--- src/sv/vvu_pkg.sv ---
// Shared types, widths and constants of the vortex velocity update block.
package vvu_pkg;

  localparam int unsigned FRAC_BITS_DEF = 16;

  localparam int unsigned TAG_W   = 16;
  localparam int unsigned POS_W   = 32;
  localparam int unsigned DT_W    = 16;
  localparam int unsigned AXIS_W  = 18;
  localparam int unsigned GAIN_W  = 20;
  localparam int unsigned CFG_IDX_W = 3;
  localparam int unsigned CFG_DATA_W = 32;

  // Internal value ranges (independent of the fraction width since |h| <= 1.0)
  localparam int unsigned DW  = POS_W + 1;   // pos - centre
  localparam int unsigned PW  = 35;          // axial projection
  localparam int unsigned RW  = 36;          // radial vector
  localparam int unsigned CW  = 36;          // tangential direction
  localparam int unsigned WW  = 27;          // angular speed in rad/s and times dt
  localparam int unsigned GDW = GAIN_W;      // gain times dt

  localparam int unsigned S_W    = 2 * AXIS_W;  // squared axis length
  localparam int unsigned ROOT_W = AXIS_W;      // axis length

  // round(pi / 180 * 2^32)
  localparam logic [27:0] DEG2RAD_Q32 = 28'd74961321;

  localparam logic signed [AXIS_W-1:0] AXIS_X_RST = '0;
  localparam logic signed [AXIS_W-1:0] AXIS_Y_RST = AXIS_W'(65536);
  localparam logic signed [AXIS_W-1:0] AXIS_Z_RST = '0;

  typedef enum logic [CFG_IDX_W-1:0] {
    REG_CENTER_X      = 3'd0,
    REG_CENTER_Y      = 3'd1,
    REG_CENTER_Z      = 3'd2,
    REG_AXIS_X        = 3'd3,
    REG_AXIS_Y        = 3'd4,
    REG_AXIS_Z        = 3'd5,
    REG_ANGULAR_SPEED = 3'd6,
    REG_ATTRACT_GAIN  = 3'd7
  } cfg_reg_e;

  typedef enum logic [1:0] {
    NRM_IDLE = 2'd0,
    NRM_SQRT = 2'd1,
    NRM_DIV  = 2'd2
  } nrm_state_e;

  typedef struct packed {
    logic busy;
    logic nonzero;
  } nrm_stat_t;

endpackage

--- src/sv/vvu_norm.sv ---
// Axis normalizer: bit-serial integer square root and one shared restoring divider.
module vvu_norm import vvu_pkg::*; #(
  parameter int unsigned FRAC_BITS = FRAC_BITS_DEF
) (
  input  logic                          clk_i,
  input  logic                          rst_ni,
  input  logic                          start_i,
  input  logic signed [AXIS_W-1:0]      axis_x_i,
  input  logic signed [AXIS_W-1:0]      axis_y_i,
  input  logic signed [AXIS_W-1:0]      axis_z_i,
  output nrm_stat_t                     stat_o,
  output logic signed [FRAC_BITS+1:0]   h_x_o,
  output logic signed [FRAC_BITS+1:0]   h_y_o,
  output logic signed [FRAC_BITS+1:0]   h_z_o
);

  localparam int unsigned HW    = FRAC_BITS + 2;
  localparam int unsigned NW    = AXIS_W + FRAC_BITS;
  localparam int unsigned CNT_W = $clog2(NW + 1);

  nrm_state_e state_q, state_d;

  logic [S_W-1:0]      n_q, res_q, bit_q;
  logic [AXIS_W-1:0]   mag_q [3];
  logic                neg_q [3];
  logic [1:0]          comp_q;
  logic [CNT_W-1:0]    cnt_q;
  logic [ROOT_W:0]     rem_q;
  logic [NW-1:0]       quo_q, dvd_q;
  logic signed [HW-1:0] h_q [3];
  logic                nonzero_q;

  logic [AXIS_W-1:0]   mag_in [3];
  logic [S_W-1:0]      s_w;
  logic [S_W:0]        trial_w;
  logic                sq_take;
  logic [ROOT_W+1:0]   div_t;
  logic [ROOT_W+1:0]   root_w;
  logic                div_take;
  logic [NW-1:0]       quo_next;
  logic [HW-1:0]       q_mag;
  logic                last_bit;

  always_comb begin
    mag_in[0] = axis_x_i[AXIS_W-1] ? AXIS_W'(-axis_x_i) : axis_x_i;
    mag_in[1] = axis_y_i[AXIS_W-1] ? AXIS_W'(-axis_y_i) : axis_y_i;
    mag_in[2] = axis_z_i[AXIS_W-1] ? AXIS_W'(-axis_z_i) : axis_z_i;
    s_w = S_W'(mag_in[0] * mag_in[0]) + S_W'(mag_in[1] * mag_in[1])
        + S_W'(mag_in[2] * mag_in[2]);
  end

  // Square root step: one result bit per cycle
  always_comb begin
    trial_w = {1'b0, res_q} + {1'b0, bit_q};
    sq_take = ({1'b0, n_q} >= trial_w);
  end

  // Divider step: one quotient bit per cycle
  always_comb begin
    div_t    = {rem_q, dvd_q[NW-1]};
    root_w   = (ROOT_W+2)'(res_q[ROOT_W-1:0]);
    div_take = (div_t >= root_w);
    quo_next = {quo_q[NW-2:0], div_take};
    q_mag    = quo_next[HW-1:0];
    last_bit = (cnt_q == CNT_W'(NW - 1));
  end

  always_comb begin
    state_d = state_q;
    case (state_q)
      NRM_IDLE: begin
        if (start_i && (s_w != '0)) state_d = NRM_SQRT;
      end
      NRM_SQRT: begin
        if (bit_q == S_W'(1)) state_d = NRM_DIV;
      end
      NRM_DIV: begin
        if (last_bit && (comp_q == 2'd2)) state_d = NRM_IDLE;
      end
      default: state_d = NRM_IDLE;
    endcase
  end

  always_comb begin
    stat_o.busy    = (state_q != NRM_IDLE);
    stat_o.nonzero = nonzero_q;
  end

  always_ff @(posedge clk_i or negedge rst_ni) begin
    if (!rst_ni) begin
      state_q   <= NRM_IDLE;
      nonzero_q <= 1'b0;
    end else begin
      state_q <= state_d;
      if ((state_q == NRM_IDLE) && start_i) nonzero_q <= (s_w != '0);
    end
  end

  always_ff @(posedge clk_i) begin
    case (state_q)
      NRM_IDLE: begin
        if (start_i) begin
          n_q    <= s_w;
          res_q  <= '0;
          bit_q  <= S_W'(1) << (S_W - 2);
          comp_q <= 2'd0;
          mag_q[0] <= mag_in[0];
          mag_q[1] <= mag_in[1];
          mag_q[2] <= mag_in[2];
          neg_q[0] <= axis_x_i[AXIS_W-1];
          neg_q[1] <= axis_y_i[AXIS_W-1];
          neg_q[2] <= axis_z_i[AXIS_W-1];
        end
      end
      NRM_SQRT: begin
        if (sq_take) begin
          n_q   <= n_q - trial_w[S_W-1:0];
          res_q <= (res_q >> 1) + bit_q;
        end else begin
          res_q <= res_q >> 1;
        end
        bit_q <= bit_q >> 2;
        cnt_q <= '0;
        rem_q <= '0;
        quo_q <= '0;
        dvd_q <= NW'(mag_q[0]) << FRAC_BITS;
      end
      NRM_DIV: begin
        if (last_bit) begin
          h_q[comp_q] <= neg_q[comp_q] ? HW'(-$signed(q_mag)) : $signed(q_mag);
          comp_q <= comp_q + 2'd1;
          cnt_q  <= '0;
          rem_q  <= '0;
          quo_q  <= '0;
          if (comp_q != 2'd2) dvd_q <= NW'(mag_q[comp_q + 2'd1]) << FRAC_BITS;
        end else begin
          rem_q <= div_take ? (ROOT_W+1)'(div_t - root_w) : div_t[ROOT_W:0];
          quo_q <= quo_next;
          dvd_q <= dvd_q << 1;
          cnt_q <= cnt_q + CNT_W'(1);
        end
      end
      default: begin
        cnt_q <= '0;
      end
    endcase
  end

  assign h_x_o = h_q[0];
  assign h_y_o = h_q[1];
  assign h_z_o = h_q[2];

endmodule

--- config.mk ---
export PLATFORM = sky130hd
export DESIGN_NAME = vvu_norm
export DESIGN_NICKNAME = d
export VERILOG_FILES = /design/src/sv/vvu_pkg.sv /design/src/sv/vvu_norm.sv
export SDC_FILE = /design/constraint.sdc
export NUM_CORES = 2
export LEC_CHECK = 0
export CAP_MARGIN = 40
export CORE_MARGIN = 5
export CORE_UTILIZATION = 50
export CTS_CLUSTER_SIZE = 20
export DETAILED_ROUTE_END_ITERATION = 7
export DONT_BUFFER_PORTS = 1
export PLACE_DENSITY = 0.77
export SLEW_MARGIN = 20
export SYNTH_ARGS = -nofsm -noshare
export SYNTH_HDL_FRONTEND = slang
export SYNTH_SLANG_ARGS = --single-unit
--- constraint.sdc ---
create_clock -name clk_i -period 7.4 [get_ports clk_i]
set_input_delay 0.37 -clock clk_i [delete_from_list [all_inputs] [get_ports clk_i]]
set_output_delay 0.37 -clock clk_i [all_outputs]
set_load 0.02 [all_outputs]
==> Yosys cells after proc, flatten, opt, wreduce, memory -nomap -nowiden <==
Memory sizes are Yosys's and may differ from the RTL's. A register that Yosys moved wholly into a read port is not among the register bits.
Cells that the tools add are included.
{ "word_totals": {"ram_bits": 111, "in_bits": 57, "wordCells": 93, "out_inout_bits": 56, "reg_bits": 189, "memories": 3} }
{ "memory_table": {"columns": ["name", "words", "word_bits", "rd", "rd_clocked_by_memory_dff", "wr", "line_no", "text"], "rows": [
  ["h_q", 3, 18, 3, 0, 1, "vvu_norm.sv:30", "logic signed [HW-1:0] h_q [3];"],
  ["mag_q", 3, 18, 2, 0, 3, "vvu_norm.sv:24", "logic [AXIS_W-1:0] mag_q [3];"],
  ["neg_q", 3, 1, 1, 1, 3, "vvu_norm.sv:25", "logic neg_q [3];"]
]} }
{ "classes": {"n_eq_ne": 13, "n_reduce_logical": 14, "multipliers": 3, "addsub": 12, "n_mux": 36, "magnitude_cmp": 2} }
{ "ops": {"columns": ["op", "n"], "rows": [
  ["one-hot mux 36 bit (2 select lines)", 3],
  ["2-to-1 mux 36 bit", 5],
  ["multiplier 18 x 18 -> 36 bit", 3],
  ["adder 36 bit", 2],
  ["2-to-1 mux 18 bit", 4],
  ["negation 18 bit", 4],
  ["2-to-1 mux 34 bit", 2],
  ["one-hot mux 34 bit (2 select lines)", 1],
  ["2-to-1 mux 19 bit", 2],
  ["one-hot mux 19 bit (2 select lines)", 1],
  ["adder 36 x 36 -> 37 bit", 1],
  ["greater-or-equal comparator 36 x 37 -> 1 bit", 1],
  ["adder 35 x 36 -> 36 bit", 1],
  ["equality test 36 x 1 -> 1 bit (second input constant)", 1],
  ["nonzero test 36 bit", 1],
  ["subtractor 36 bit", 1],
  ["one-hot mux 17 bit (2 select lines)", 1],
  ["greater-or-equal comparator 20 x 18 -> 1 bit", 1],
  ["subtractor 19 x 18 -> 19 bit", 1],
  ["2-to-1 mux 17 bit", 1],
  ["inequality test 2 bit (second input constant)", 7],
  ["2-to-1 mux 2 bit", 6],
  ["one-hot mux 6 bit (2 select lines)", 1],
  ["AND reduction 3 bit", 3],
  ["other kinds (14)", 26]
]} }

==> Depth between registers and ports, before layout <==
{ "depth": {"depth_word": 9, "mapped_depth": 41, "mapped_depth_nobuf": 37} }

==> Worst setup path after synthesis <==
Ideal clock, no wire load.
{ "synth_path": {"path_type": "input-to-reg", "start": "in axis_z_i[6]", "end": "reg state_q[1]", "slack_ns": -2.877, "required_ns": 7.269, "cell_stages": 33, "setup_ns": 0.131, "t_arrival_ns": 10.145, "path_buffers": 0, "path_cell_list": "or4_4 or4_4 or3_1 o21ai_0 xor2_1 clkinv_1 nand2_1 fa_1 inv_1 fa_1 fa_1 inv_1 fa_1 fa_1 inv_1 fa_1 fa_1 inv_1 fa_1 inv_1 fa_1 ha_1 a21oi_1 nand2_1 o31ai_1 o21ai_0 xor2_1 a2111oi_0 and4b_1 nand4b_1 nor4_4 nor2_1 or3_1"} }
{ "synth_rtl": {"columns": ["item", "line_no", "text"], "rows": [
  ["start: declaration", "vvu_norm.sv:10", "input logic signed [AXIS_W-1:0] axis_z_i,"],
  ["end signal: assignment", "vvu_norm.sv:94", "state_q <= state_d;"],
  ["end: declaration", "vvu_norm.sv:21", "nrm_state_e state_q, state_d;"]
]} }

==> Worst setup path after layout <==
{ "layout_path": {"start": "in axis_z_i[6]", "end": "reg state_q[1]"} }
{ "layout_via": {"elab_chain_len": 8} }
{ "layout_lines": {"columns": ["item", "line_no", "text"], "rows": [
  ["negation 18 bit", "vvu_norm.sv:47", "mag_in[2] = axis_z_i[AXIS_W-1] ? AXIS_W'(-axis_z_i) : axis_z_i;"],
  ["2-to-1 mux 18 bit (*)", "vvu_norm.sv:47", null],
  ["multiplier 18 x 18 -> 36 bit (*)", "vvu_norm.sv:49", "+ S_W'(mag_in[2] * mag_in[2]);"],
  ["adder 36 bit (*)", "vvu_norm.sv:49", null],
  ["nonzero test 36 bit (*)", "vvu_norm.sv:72", "if (start_i && (s_w != '0)) state_d = NRM_SQRT;"],
  ["logical AND 1 bit (*)", "vvu_norm.sv:72", null],
  ["inequality test 2 bit (no line) (*)", null, null],
  ["AND reduction 3 bit (no line) (*)", null, null]
]} }
Mark *: on every way between the ends. The rest lies on a longest branch, timed or not.
A chain may end at the register's enable or synchronous reset.

==> results_dict.tcl <==
set metrics [dict create \
    required_ps 7860 \
    ys_ff_latch 268 \
    setup_ws_ps -2342 \
    grt.total_usage_pct 25.84 \
    synth_common_cells "inv_1, fa_1, nand2_1" \
    fmax_mhz 102.7 \
    grt_pass1_wl_um 192200 \
    die_w_um 305.6 \
    path_max_fanout 8 \
    slowest_stage "fa_1" \
    seq_area_frac_synth_pct 18.34 \
    hp-class "in2async" \
    critPathKind "in2reg" \
    slowest_delay_ps 570 \
    die_h_um 305.6 \
    ios 113 \
    post_drt_via_cell_ratio 5.311 \
    htree_levels 1 \
    finish.net_count 6390 \
    wirelength_um 120200 \
    finalHoldViolCount 0 \
    ant_nets 0 \
    grt-ovfl-total 0 \
    synth_edf_count 263 \
    period_share_pct 131.6 \
    violations "negative setup slack" \
    die-area_mm2 0.09338 \
    cp.arrival_ps 10200 \
    syn_to_final_growth_pct 19.17 \
    cts_sinks 268 \
    clockBufferDepth 3 \
    wl_per_cell_um 18.91 \
    core_mm2 0.08675 \
    stdcell_count 6360 \
    synth_ff_type "edfxtp_1" \
    syn_area_mm2 0.04368 \
    cts_tree "done" \
    synth_most_common_cell "inv_1" \
    path_clk_slew_ps 60 \
    ys_async_sr_fraction_pct 1.119 \
    io_buffers 0 \
    fin_worst_skew_ps 23.21 \
    start_util_pct 50.35 \
    num_vias 33780 \
    drtPass1Iterations 8 \
    cts_root_buf "clkbuf_16" \
    drcViolationCount 0 \
    cts_made_buffers 30 \
    max_cap_violations 0 \
    tightest_slew_ps 757.9 \
    synth_top_area_share_pct 35.42 \
    period_needed_ps 9742 \
    rows 108 \
    avgSynthCellArea_um2 9.536 \
    ys.warnings.count 0 \
    drive_above_1_share_pct 18.45 \
    grt_pass1_vias 36780 \
    slew_headroom_pct 49.47 \
    finalSetupViolCount 30 \
    place_congestion 0.9746 \
    synth_cell_types 86 \
    cpMostUsedCell "fa_1" \
    drt-initial-drc-count 2451 \
    yosys.area.top_type "fa_1" \
    placedCellCount 6256 \
    synth.area.top_cells "fa_1, edfxtp_1, ha_1" \
    start_kind "primary input" \
    grt_setup_unrepaired "yes" \
    drv_slew 0 \
    synth_cells 4581 \
    grt_max_degree 67 \
    dp_hpwl_um 100000 \
    antenna_found_initial 2 \
    insertion_delay_ps 590 \
    cp-end-kind "register" \
    status "finished with violations" \
]
## timing repair
action,CTS,global route
setup buffers,29,13
cloned,0,0
hold buffers,8,0
endpoints found under the hold margin,10,0
pin swaps,88,48
setup endpoints to repair,31,31
resized for setup,128,61
## kinds of logic after synthesis
kind of cell	share of synthesized area [%]
AND/OR/NAND/NOR	10.59
other	0.01719
flip-flops	18.34
XOR/XNOR	4.643
buffers and inverters	11.31
AO/OA/AOI/OAI	7.834
adder cells (fa/ha/maj)	46.31
multiplexers	0.9538
## layout by cell type (no fill, tap or decap), drive strengths merged, types with 102 or more instances in the layout
cell,n
a21oi,192
buf,642
edfxtp,263
fa,773
ha,380
inv,1183
nand2,411
nor2,372
o21ai,102
xnor2,123
xor2,106
## cell type report
type	instances	area, um2
tap	1155	1445
sequential	268	8013
multi-input combinational	3032	31980
clock buffer	39	825.8
timing repair buffer	651	5149
clock inverter	17	128.9
inverter	1197	4512
antenna	1	2.502
fill	6950	34700
## critical path, delay by kind of cell
kind	cells	cell delay (ps)
adders and majority gates	10	4870
buffers and inverters	6	490
xor gates and xnor gates	1	150
AOI/OAI and AO/OA	6	1420
and+or+nand+nor	10	2890
## through the flow
stage               instance area, um2  hold slack [ps]  worst slack [ps]  TNS [ps]  util (%)
detailed placement               49970            75.10             -3113    -61790     57.60
floorplan                        44420            74.41             -2285    -38960         -
finish                           52060            90.24             -2342    -39440     60.01
global placement                 49880            75.01             -2778    -56690     57.50
global route                     52050            78.98             -2583    -45850     60.00
CTS                              51710            63.51             -2175    -36290     59.60
## registers in the layout, indices dropped and copies added (netlist names), named ones only
| signal | count |
|---|---|
| h_q | 54 |
| mag_q | 54 |
| n_q | 36 |
| res_q | 36 |
| rem_q | 19 |
| bit_q | 18 |
| dvd_q | 18 |
| quo_q | 17 |
| cnt_q | 6 |
| neg_q | 3 |
| comp_q | 2 |
| state_q | 2 |
| nonzero_q | 1 |
## worst paths after layout
kind	from	endpoint	slack, ps	depth (start not counted)
max reg2reg	res_q[2]$_SDFFCE_PN0P_	res_q[16]$_SDFFCE_PN0P_	720	23
min reg2reg	rem_q[13]$_SDFFCE_PP0P_	rem_q[14]$_SDFFCE_PP0P_	600	2
min in group clk_i	start_i	state_q[1]$_DFFE_PN0P_	110	3
max	axis_z_i[6]	state_q[1]$_DFFE_PN0P_	-2340	33
max in group asynchronous	rst_ni	state_q[0]$_DFFE_PN0P_	7110	1
min	rst_ni	state_q[1]$_DFFE_PN0P_	90	1
## metal layers
layer	vias to the layer above	wire, um	track usage (%)
met3	337	8749	3.829
met5	-	0	0
li1	15360	-	-
met2	1256	58940	44.49
met1	16830	45730	32.38
met4	0	6824	11.96
Power is left out: the tool's default activity adds up to more than one toggle a clock period on the data nets, which glitch-free logic cannot reach.
